===== config.mk =====
export PLATFORM = sky130hd
export DESIGN_NAME = ciff_image_stream_parser_unit
export DESIGN_NICKNAME = d
export VERILOG_FILES = /design/src/hdl/cisp_pkg.sv /design/src/hdl/ciff_image_stream_parser_unit.sv /design/src/hdl/cisp_parser.sv
export SDC_FILE = /design/constraint.sdc
export NUM_CORES = 2
export LEC_CHECK = 0
export ABC_CLOCK_PERIOD_IN_PS = 13550
export BUFFER_PORTS_ARGS = -buffer_cell sky130_fd_sc_hd__buf_2
export CELL_PAD_IN_SITES_DETAIL_PLACEMENT = 1
export CELL_PAD_IN_SITES_GLOBAL_PLACEMENT = 2
export CORE_MARGIN = 2
export CORE_UTILIZATION = 40
export DETAILED_ROUTE_END_ITERATION = 6
export GPL_TIMING_DRIVEN = 0
export PLACE_DENSITY_LB_ADDON = 0.1
export SLEW_MARGIN = 20
export SYNTH_ARGS = -nofsm -noshare
export SYNTH_HDL_FRONTEND = slang
export SYNTH_SLANG_ARGS = --single-unit

===== constraint.sdc =====
create_clock -name clk -period 13.55 [get_ports clk]
set_clock_uncertainty 0.15 [all_clocks]
set_input_delay 0.6775 -clock clk [delete_from_list [all_inputs] [get_ports clk]]
set_output_delay 0.6775 -clock clk [all_outputs]
set_load 0.01 [all_outputs]

===== src/hdl/cisp_pkg.sv =====
// ----------------------------------------------------------------------------
// cisp_pkg
// Types and constants shared by the image stream parser modules.
// ----------------------------------------------------------------------------
package cisp_pkg;

    typedef enum logic [3:0] {
        PH_MAGIC   = 4'd0,
        PH_HSIZE   = 4'd1,
        PH_CSIZE   = 4'd2,
        PH_WIDTH   = 4'd3,
        PH_HEIGHT  = 4'd4,
        PH_CAPTION = 4'd5,
        PH_TAGS    = 4'd6,
        PH_PIXELS  = 4'd7,
        PH_DONE    = 4'd8
    } phase_t;

    typedef enum logic [2:0] {
        KIND_HEADER  = 3'd0,
        KIND_CAPTION = 3'd1,
        KIND_TAG     = 3'd2,
        KIND_TAG_END = 3'd3,
        KIND_PIXEL   = 3'd4
    } kind_t;

    typedef enum logic [2:0] {
        ERR_NONE     = 3'd0,
        ERR_MAGIC    = 3'd1,
        ERR_SIZE     = 3'd2,
        ERR_TAG_NL   = 3'd3,
        ERR_CAPTION  = 3'd4
    } err_t;

    // Magic bytes "CIFF", first byte in the lowest lane.
    localparam logic [3:0][7:0] MAGIC_WORD = {8'h46, 8'h46, 8'h49, 8'h43};

    localparam logic [63:0] FIXED_HEADER_BYTES = 64'd36;
    localparam logic [7:0]  CHAR_NL            = 8'h0A;
    localparam logic [7:0]  CHAR_NUL           = 8'h00;
    localparam logic [2:0]  LAST_FIELD_BYTE    = 3'd7;
    localparam logic [2:0]  LAST_MAGIC_BYTE    = 3'd3;

    typedef struct packed {
        kind_t      kind;
        logic [7:0] value;
        err_t       error;
        logic       image_end;
    } result_t;

endpackage


===== src/hdl/ciff_image_stream_parser_unit.sv =====
// ----------------------------------------------------------------------------
// ciff_image_stream_parser_unit
// Byte-serial image file parser with a registered, skid-buffered result port.
// ----------------------------------------------------------------------------
// Each result is registered, in the skid entry while the output is held.
// Throughput: one byte per cycle; the longest path is the 64x8 multiply-add
// that folds each height byte into the area product.
// The input side stalls only while the two-entry output buffer is full.
// Reset returns the parser to the magic check and empties the output buffer.
module ciff_image_stream_parser_unit (
    input  logic       clk,
    input  logic       rst_n,
    input  logic       in_valid,
    output logic       in_stall,
    input  logic [7:0] data_byte,
    input  logic       start_of_file,
    output logic       out_valid,
    input  logic       out_stall,
    output logic [2:0] byte_kind,
    output logic [7:0] byte_value,
    output logic [2:0] error_code,
    output logic       image_end
);

    cisp_pkg::result_t result;
    cisp_pkg::result_t out_data_reg, out_data_next;
    cisp_pkg::result_t skid_data_reg, skid_data_next;
    logic              out_valid_reg, out_valid_next;
    logic              skid_valid_reg, skid_valid_next;
    logic              accept;
    logic              out_free;

    assign accept   = in_valid && !skid_valid_reg;
    assign out_free = !out_valid_reg || !out_stall;

    cisp_parser u_parser (
        .clk           (clk),
        .rst_n         (rst_n),
        .accept        (accept),
        .data_byte     (data_byte),
        .start_of_file (start_of_file),
        .result        (result)
    );

    always_comb
    begin
        out_valid_next  = out_valid_reg;
        out_data_next   = out_data_reg;
        skid_valid_next = skid_valid_reg;
        skid_data_next  = skid_data_reg;
        if (skid_valid_reg)
        begin
            if (out_free)
            begin
                out_valid_next  = 1'b1;
                out_data_next   = skid_data_reg;
                skid_valid_next = 1'b0;
            end
        end
        else if (accept)
        begin
            if (out_free)
            begin
                out_valid_next = 1'b1;
                out_data_next  = result;
            end
            else
            begin
                skid_valid_next = 1'b1;
                skid_data_next  = result;
            end
        end
        else if (out_free)
        begin
            out_valid_next = 1'b0;
        end
    end

    always_ff @(posedge clk or negedge rst_n)
    begin
        if (!rst_n)
        begin
            out_valid_reg  <= 1'b0;
            skid_valid_reg <= 1'b0;
        end
        else
        begin
            out_valid_reg  <= out_valid_next;
            skid_valid_reg <= skid_valid_next;
        end
    end

    always_ff @(posedge clk)
    begin
        out_data_reg  <= out_data_next;
        skid_data_reg <= skid_data_next;
    end

    assign in_stall   = skid_valid_reg;
    assign out_valid  = out_valid_reg;
    assign byte_kind  = out_data_reg.kind;
    assign byte_value = out_data_reg.value;
    assign error_code = out_data_reg.error;
    assign image_end  = out_data_reg.image_end;

    // The skid entry is only ever filled behind a held output beat.
    assert property (@(posedge clk) disable iff (!rst_n)
        skid_valid_reg |-> out_valid_reg)
        else $error("skid entry valid while output register is empty");

    assert property (@(posedge clk) disable iff (!rst_n)
        $rose(skid_valid_reg) |-> $past(out_valid_reg && out_stall && in_valid))
        else $error("skid entry filled without a stalled output");

    // A completed image never carries an error.
    assert property (@(posedge clk) disable iff (!rst_n)
        (out_valid && image_end) |-> (error_code == cisp_pkg::ERR_NONE))
        else $error("image end reported together with an error");

    assert property (@(posedge clk) disable iff (!rst_n)
        (out_valid && (byte_kind == cisp_pkg::KIND_HEADER
                       || byte_kind == cisp_pkg::KIND_TAG_END)) |-> (byte_value == 8'h00))
        else $error("byte value not cleared for header or tag end beat");

endmodule


===== src/hdl/cisp_parser.sv =====
// ----------------------------------------------------------------------------
// cisp_parser
// Parser state and the combinational update for one accepted file byte.
// ----------------------------------------------------------------------------
module cisp_parser (
    input  logic              clk,
    input  logic              rst_n,
    input  logic              accept,
    input  logic [7:0]        data_byte,
    input  logic              start_of_file,
    output cisp_pkg::result_t result
);

    cisp_pkg::phase_t phase_reg, phase_next;
    logic [2:0]       idx_reg, idx_next;
    logic [63:0]      hdr_len_reg, hdr_len_next;
    logic [63:0]      content_len_reg, content_len_next;
    logic [63:0]      width3_reg, width3_next;
    logic [63:0]      area_reg, area_next;
    logic [63:0]      hdr_cnt_reg, hdr_cnt_next;
    logic [63:0]      pix_cnt_reg, pix_cnt_next;
    logic             tag_open_reg, tag_open_next;
    cisp_pkg::err_t   err_reg, err_next;

    // State as seen by this beat: a start-of-file beat parses from reset values.
    cisp_pkg::phase_t cur_phase;
    logic [2:0]       cur_idx;
    logic [63:0]      cur_hdr_len;
    logic [63:0]      cur_content_len;
    logic [63:0]      cur_width3;
    logic [63:0]      cur_area;
    logic [63:0]      cur_hdr_cnt;
    logic [63:0]      cur_pix_cnt;
    logic             cur_tag_open;
    cisp_pkg::err_t   cur_err;

    logic [5:0]       shamt;
    logic [63:0]      byte_part;
    logic [9:0]       byte_x3;
    logic [63:0]      mul_full;
    logic [63:0]      area_sum;
    logic [31:0]      tag_diff;

    always_comb
    begin
        if (start_of_file)
        begin
            cur_phase       = cisp_pkg::PH_MAGIC;
            cur_idx         = '0;
            cur_hdr_len     = '0;
            cur_content_len = '0;
            cur_width3      = '0;
            cur_area        = '0;
            cur_hdr_cnt     = '0;
            cur_pix_cnt     = '0;
            cur_tag_open    = 1'b0;
            cur_err         = cisp_pkg::ERR_NONE;
        end
        else
        begin
            cur_phase       = phase_reg;
            cur_idx         = idx_reg;
            cur_hdr_len     = hdr_len_reg;
            cur_content_len = content_len_reg;
            cur_width3      = width3_reg;
            cur_area        = area_reg;
            cur_hdr_cnt     = hdr_cnt_reg;
            cur_pix_cnt     = pix_cnt_reg;
            cur_tag_open    = tag_open_reg;
            cur_err         = err_reg;
        end
    end

    // The width is kept pre-multiplied by three, and the height is folded in
    // one byte at a time, so each beat needs only a 64x8 product.
    assign shamt     = {cur_idx, 3'b000};
    assign byte_part = 64'(data_byte) << shamt;
    assign byte_x3   = {2'b00, data_byte} + {1'b0, data_byte, 1'b0};
    assign mul_full  = cur_width3 * 64'(data_byte);
    assign area_sum  = cur_area + (mul_full << shamt);
    // Header length minus the bytes through the caption newline, low 32 bits.
    assign tag_diff  = cur_hdr_len[31:0] + ~cur_hdr_cnt[31:0];

    always_comb
    begin
        phase_next       = cur_phase;
        idx_next         = cur_idx;
        hdr_len_next     = cur_hdr_len;
        content_len_next = cur_content_len;
        width3_next      = cur_width3;
        area_next        = cur_area;
        hdr_cnt_next     = cur_hdr_cnt;
        pix_cnt_next     = cur_pix_cnt;
        tag_open_next    = cur_tag_open;
        err_next         = cur_err;
        result.kind      = cisp_pkg::KIND_HEADER;
        result.value     = 8'h00;
        result.image_end = 1'b0;

        if (cur_err == cisp_pkg::ERR_NONE)
        begin
            case (cur_phase)
                cisp_pkg::PH_MAGIC:
                begin
                    if (data_byte != cisp_pkg::MAGIC_WORD[cur_idx[1:0]])
                    begin
                        err_next = cisp_pkg::ERR_MAGIC;
                    end
                    else if (cur_idx == cisp_pkg::LAST_MAGIC_BYTE)
                    begin
                        idx_next   = '0;
                        phase_next = cisp_pkg::PH_HSIZE;
                    end
                    else
                    begin
                        idx_next = cur_idx + 3'd1;
                    end
                end
                cisp_pkg::PH_HSIZE, cisp_pkg::PH_CSIZE,
                cisp_pkg::PH_WIDTH, cisp_pkg::PH_HEIGHT:
                begin
                    idx_next = cur_idx + 3'd1;
                    case (cur_phase)
                        cisp_pkg::PH_HSIZE: hdr_len_next = cur_hdr_len | byte_part;
                        cisp_pkg::PH_CSIZE: content_len_next = cur_content_len | byte_part;
                        cisp_pkg::PH_WIDTH:
                            width3_next = cur_width3 + (64'(byte_x3) << shamt);
                        default: area_next = area_sum;
                    endcase
                    if (cur_idx == cisp_pkg::LAST_FIELD_BYTE)
                    begin
                        case (cur_phase)
                            cisp_pkg::PH_HSIZE: phase_next = cisp_pkg::PH_CSIZE;
                            cisp_pkg::PH_CSIZE: phase_next = cisp_pkg::PH_WIDTH;
                            cisp_pkg::PH_WIDTH: phase_next = cisp_pkg::PH_HEIGHT;
                            default:
                            begin
                                if (area_sum != cur_content_len)
                                begin
                                    err_next = cisp_pkg::ERR_SIZE;
                                end
                                else
                                begin
                                    hdr_cnt_next = cisp_pkg::FIXED_HEADER_BYTES;
                                    phase_next   = cisp_pkg::PH_CAPTION;
                                end
                            end
                        endcase
                    end
                end
                cisp_pkg::PH_CAPTION:
                begin
                    hdr_cnt_next = cur_hdr_cnt + 64'd1;
                    if (cur_hdr_cnt >= cur_hdr_len)
                    begin
                        err_next = cisp_pkg::ERR_CAPTION;
                    end
                    else if (data_byte == cisp_pkg::CHAR_NL)
                    begin
                        hdr_cnt_next  = {32'h0, tag_diff};
                        tag_open_next = 1'b0;
                        if (tag_diff == 32'h0)
                        begin
                            pix_cnt_next = cur_content_len;
                            if (cur_content_len == 64'd0)
                            begin
                                phase_next       = cisp_pkg::PH_DONE;
                                result.image_end = 1'b1;
                            end
                            else
                            begin
                                phase_next = cisp_pkg::PH_PIXELS;
                            end
                        end
                        else
                        begin
                            phase_next = cisp_pkg::PH_TAGS;
                        end
                    end
                    else
                    begin
                        result.kind  = cisp_pkg::KIND_CAPTION;
                        result.value = data_byte;
                    end
                end
                cisp_pkg::PH_TAGS:
                begin
                    if (data_byte == cisp_pkg::CHAR_NL)
                    begin
                        err_next = cisp_pkg::ERR_TAG_NL;
                    end
                    else
                    begin
                        if (data_byte == cisp_pkg::CHAR_NUL)
                        begin
                            if (cur_tag_open)
                            begin
                                result.kind   = cisp_pkg::KIND_TAG_END;
                                tag_open_next = 1'b0;
                            end
                        end
                        else
                        begin
                            result.kind   = cisp_pkg::KIND_TAG;
                            result.value  = data_byte;
                            tag_open_next = 1'b1;
                        end
                        hdr_cnt_next = cur_hdr_cnt - 64'd1;
                        // An unfinished tag at the end of the region is dropped.
                        if (cur_hdr_cnt == 64'd1)
                        begin
                            tag_open_next = 1'b0;
                            pix_cnt_next  = cur_content_len;
                            if (cur_content_len == 64'd0)
                            begin
                                phase_next       = cisp_pkg::PH_DONE;
                                result.image_end = 1'b1;
                            end
                            else
                            begin
                                phase_next = cisp_pkg::PH_PIXELS;
                            end
                        end
                    end
                end
                cisp_pkg::PH_PIXELS:
                begin
                    result.kind  = cisp_pkg::KIND_PIXEL;
                    result.value = data_byte;
                    pix_cnt_next = cur_pix_cnt - 64'd1;
                    if (cur_pix_cnt == 64'd1)
                    begin
                        phase_next       = cisp_pkg::PH_DONE;
                        result.image_end = 1'b1;
                    end
                end
                default:
                begin
                end
            endcase
        end

        result.error = err_next;
    end

    always_ff @(posedge clk or negedge rst_n)
    begin
        if (!rst_n)
        begin
            phase_reg       <= cisp_pkg::PH_MAGIC;
            idx_reg         <= '0;
            hdr_len_reg     <= '0;
            content_len_reg <= '0;
            width3_reg      <= '0;
            area_reg        <= '0;
            hdr_cnt_reg     <= '0;
            pix_cnt_reg     <= '0;
            tag_open_reg    <= 1'b0;
            err_reg         <= cisp_pkg::ERR_NONE;
        end
        else if (accept)
        begin
            phase_reg       <= phase_next;
            idx_reg         <= idx_next;
            hdr_len_reg     <= hdr_len_next;
            content_len_reg <= content_len_next;
            width3_reg      <= width3_next;
            area_reg        <= area_next;
            hdr_cnt_reg     <= hdr_cnt_next;
            pix_cnt_reg     <= pix_cnt_next;
            tag_open_reg    <= tag_open_next;
            err_reg         <= err_next;
        end
    end

endmodule


# == Word level (Yosys, flattened, before mapping) ==
# Cells that the tools add are included.
# W data, S select, Z words.
# classes
addsub,8
mul,1
magnitude_cmp,2
n_eq_ne,14
n_shift,3
mux,100
bitwise,5
reduce_logical,16
# ops
operator,count
$mux W64,31
$pmux W64 S3,2
$add A64 B64 Y64,2
$eq A64 B1 Y1 const B,2
$or A64 B64 Y64,2
$sub A64 B1 Y64 const B,2
$add A64 B1 Y64 const B,1
$ge A64 B64 Y1,1
$logic_not A64 Y1,1
$mul A64 B8 Y64,1
$ne A64 B64 Y1,1
$shl A10 B6 Y64,1
$shl A64 B6 Y64,1
$shl A8 B6 Y64,1
$mux W15,4
$mux W4,13
$mux W3,12
$mux W11,3
$pmux W11 S3,1
$add A32 B32 Y32,1
$logic_not A32 Y1,1
$not A32 Y32,1
$mux W1,22
$pmux W4 S5,1
32 further kinds,41
# word_totals
reg_bits,427
input_bits,13
output_inout_bits,17
wordCells,169

# == Logic depth before layout (Yosys ltp) ==
# logic_depth
ltp_word,13
ltp_mapped,54
depth_no_buf,39

# == Hierarchy ==
# Synthesis repeated with hierarchy kept, for this count alone.
# hier_totals
hier_cells,6825
hier_area_um2,54141.9
# by_module_without_submodules
mod,instances,cells_per_inst,area_each_um2,seq_area_each_um2
cisp_parser,1,6771,52899.5,9884.5
ciff_image_stream_parser_unit,1,54,1242.4,950.9

# == Least setup slack after synthesis ==
# OpenSTA, ideal clock, no wires.
# synth_path
path_kind,input-to-reg
startpoint,in start_of_file
endpoint,"reg out_data_reg, in the netlist error_code[1] (data pin)"
arrival_time_ns,12.003
t_required_ns,13.140
slack_ns,1.137
path_stages,50
path_buffers,13
cell_sequence,buf_2 buf_2 buf_2 clkbuf_1 clkbuf_1 buf_1 buf_2 buf_2 buf_2 clkbuf_1 clkbuf_1 nor2b_1 clkbuf_1 nand2_1 fa_1 fa_1 fa_1 fa_1 [14 not listed] a21oi_1 a221oi_1 ha_1 clkbuf_1 a21o_1 a21o_1 a21o_1 a211oi_1 o21ai_0 or2_2 o311a_1 a211oi_1 nor3b_1 a221o_1 nand4_1 or4b_4 a31o_1 mux2_2
# synth_lines
element,line,source
from (decl),ciff_image_stream_parser_unit.sv:16,"input logic start_of_file,"
to (signal assigned),ciff_image_stream_parser_unit.sv:95,out_data_reg <= out_data_next;
to (decl),ciff_image_stream_parser_unit.sv:26,"cisp_pkg::result_t out_data_reg, out_data_next;"

==> key figures <==
Synthesis
  • Post-synth EDFFs: 30
  • Ys Warns: 0
  • Post-synthesis xor/xnor area fraction: between 5 and 6%
  • Largest family of logic cells by synthesized area: simple AND/OR/NAND/NOR gates
  • Post-synth ARST share: between 90% and 100%
  • Synth Area in Compound Gates: between 20% and 30%
  • Leading area contributor after synthesis: dfrtp_1
  • Top cells by count, synth: 1087 x nand2_1, 546 x o21ai_0, 528 x nor2_1, 472 x a21oi_1, 414 x inv_1
  • Count of unique library cells instantiated by Yosys: around 100
  • Post-Synth Adder-Cell Area: about a fifth
  • Share of the synthesized area in the top cell type: between 15 and 20%
  • Cells after Synth: between 7k and 8k
  • Mux share of post-synthesis cell area: ~2.6%
  • Post-Syn Nets: between 7k and 8k
  • Post-synthesis cell area: approximately 55000 um^2
  • Synth Flop Type: dfrtp_1
  • Synth top area cells: dfrtp_1 18%, fa_1 13%, nand2_1 7.4%
  • Yosys reg bits: ~430
  • Simple-gate area share of the yosys netlist: around a quarter
  • Most frequent cell after synthesis: nand2_1
  • Sequential-to-total area share from yosys stat: 19.7%
  • Average cell area after synthesis: 7.72 um^2

Placement
  • RePlAce Congestion: ~1
  • Area after DPL: between 50000 and 60000 um^2
  • Cell Count Post-Placement: around 8.9k
  • Post-DP HPWL: about 220 mm
  • Port-buffer cells: 29

Power
  • Peak supply drop: between 90 and 100 uV
  • Overall Power: around 7.5 mW
  • Cell Pwr Density: 124 nW/um^2
  • Leak: 25.3 nW

Critical path
  • Critical path class: primary input to flip-flop
  • Stages on worst setup path: 47
  • Reg2reg setup slack: 1830 ps
  • Worst Setup SP: start_of_file
  • Delay-heaviest family, CP: compound AO/OA/AOI/OAI gates
  • Reg-to-Reg End: u_parser.hdr_cnt_reg[11]
  • Crit path max fanout: 19
  • Critical path's most frequent cell: fa_1
  • Critical Path RT: between 10000 and 15000 ps
  • Startpoint types: primary input
  • Slowest Stage Delay on Critical Path: about 570 ps
  • CP bufs+invs: 14
  • CP endpoint: error_code[1]
  • Crit. End Element: flip-flop
  • Reg2Reg Depth: 40
  • Worst r2r src: u_parser.width3_reg[20]
  • CP max-delay cell: fa_1
  • Crit path DAT: roughly 14000 ps

Routing
  • Drt first pass iters: 6
  • Drc violations: 0
  • DR vias/cell: between 6 and 7
  • Vias: between 50k and 60k
  • 1st-iter DRT viols: 5459
  • Routed Antenna Nets: 0
  • Routed length per instance: roughly 30 um
  • Total Wirelength: around 270 mm

Clock tree
  • Clk root buf: clkbuf_16
  • Clk Latency, worst-skew pair: ~700 ps
  • Clk buf depth: 3
  • H-Tree Depth: 2
  • Total CTS buffers: 54
  • TritonCTS clock tree: yes
  • Clock slew seen by the registers of the worst setup and hold paths: ~70 ps
  • Clock Sinks: approximately 430

Floorplanning
  • Die height: roughly 370 um
  • Initial Utilization: between 40% and 50%
  • Die area: approximately 140000 um^2
  • I/O pin cnt: 30
  • Core area: approximately 140000 um^2
  • Die W: about 370 um
  • Row count: 135

Global route
  • Largest net degree at the start of global routing: 88
  • GRT Overall Usage: 37.8%
  • Number of global-route vias before repair: about 58k
  • First-pass GRT wire length: ~400 mm
  • Grt ovf: 0
  • Antenna violations before repair: 15

Cells and area
  • Fin util: 44.5%
  • Layout cells sized above 1: roughly 6.4%
  • Layout Cells excl Fill: 9023
  • Area Growth Syn to Fin: 10.2%
  • Multi-input combinational cell area: between 40000 and 50000 um^2
  • Final nets: approximately 7.9k
  • FF/Latch Area: about 11000 um^2
  • Final Cell Area: slightly above 60000 um^2
  • Fillcell total: between 15k and 20k

Run status
  • Status: finished clean

STA
  • Worst Tran Pin Value: between 1000 and 1500 ps
  • Fmax: ~74 MHz
  • Fin. Hold Viols: 0
  • Setup-failing EPs final: 0
  • Crit share post-route: between 90% and 100%
  • Slew Viols, Final: 0
  • Worst slew margin: between 15 and 20%
  • Final worst path period need: about 13000 ps
  • Worst hold margin: approximately 300 ps

Job
  • Maxcap violations: 0

Worst hold path
  • Hold crit path type: primary input to asynchronous set/reset pin
[cells in the final DEF, fill, tap and decap left out, types with 51 or more instances in the layout]
cell type     n
mux2i_1      62
nor4_1       51
nand3_1     183
dfrtp_1     397
nand4_1      69
xor2_1       99
and2_1      190
o21ai_0     528
a221oi_1     58
o22ai_1      60
nor3_1      131
and3_1       54
fa_1        352
a21oi_1     462
inv_1       414
mux2_2       69
nor2_1      521
o21a_1       52
a21o_1      169
clkbuf_1    345
nor2b_1     185
ha_1        313
clkbuf_16    54
nand2_1    1086
xnor2_1     208
[stage by stage]
stage | setup WS, ps | TNS, ps
final | 84.2 | 0
after global routing | -21.1 | -132
after CTS | 15.6 | 0
after detailed placement | -7620 | -770310
after global placement | -8210 | -907770
after floorplan | 1140 | 0
[worst reg2reg max path: cells and delay by family (launching register included)]
kind | cells | cell delay (ps)
buffers and inverters | 7 | 2010
DFF | 1 | 370
adders and majority gates | 6 | 2760
xor gates and xnor gates | 3 | 1020
AOI/OAI and AO/OA | 15 | 3630
and+or+nand+nor | 9 | 1660
[cell type report]
cell class,instances,share of cell area (%)
antenna,4,0.0165
buffer,436,3.12
clock buffer,63,2.36
clock inverter,38,0.834
inverter,417,2.59
multi-input combinational,5800,68.7
sequential,427,17.9
tap,1781,3.68
timing repair buffer,57,0.825
[routing by layer]
| layer | track usage [%] | vias to the layer above | routed length, um |
|---|---|---|---|
| met1 | 50.5 | 29500 | 116000 |
| li1 | - | 25000 | - |
| met4 | 18.2 | 6 | 14800 |
| met5 | 0 | - | 46 |
| met3 | 4.94 | 544 | 19000 |
| met2 | 60.4 | 2284 | 123000 |
[logic make-up (layout without fill, tap and decap cells)]
family,after synthesis,after routing
adders and majority gates,670,670
muxes,133,133
DFF,427,427
and+or+nand+nor,2738,2738
buffers and inverters,889,1011
AOI/OAI and AO/OA,1931,1931
other,0,4
xor gates and xnor gates,328,328
[worst min path at each step]
stage | to | slack, ps | depth (start not counted) | startpoint
after CTS | u_parser.hdr_cnt_reg[57] | 280 | 2 | rst_n
after global routing | u_parser.hdr_cnt_reg[31] | 310 | 2 | rst_n
after floorplan | in_stall | 230 | 0 | rst_n
after detailed placement | u_parser.width3_reg[32] | 300 | 2 | u_parser.width3_reg[32]
final | u_parser.hdr_cnt_reg[50] | 300 | 2 | rst_n
after global placement | u_parser.width3_reg[32] | 290 | 2 | u_parser.width3_reg[32]
[where the power goes]
part           internal [mW]  switching [mW]
combinational           1.35            2.95
sequential              1.42           0.157
clock                  0.933           0.717
total                   3.71            3.83
[timing repair]
action                                  in CTS  in global routing
pin swaps                                   12                  7
resized for setup                          158                 80
hold buffers                                 1                  0
hold endpoints to repair                    27                  0
gates cloned                                 0                  0
setup buffers                               13                  5
endpoints found under the setup margin     190                 74
Note: power is estimated with default switching activity, not from simulation.
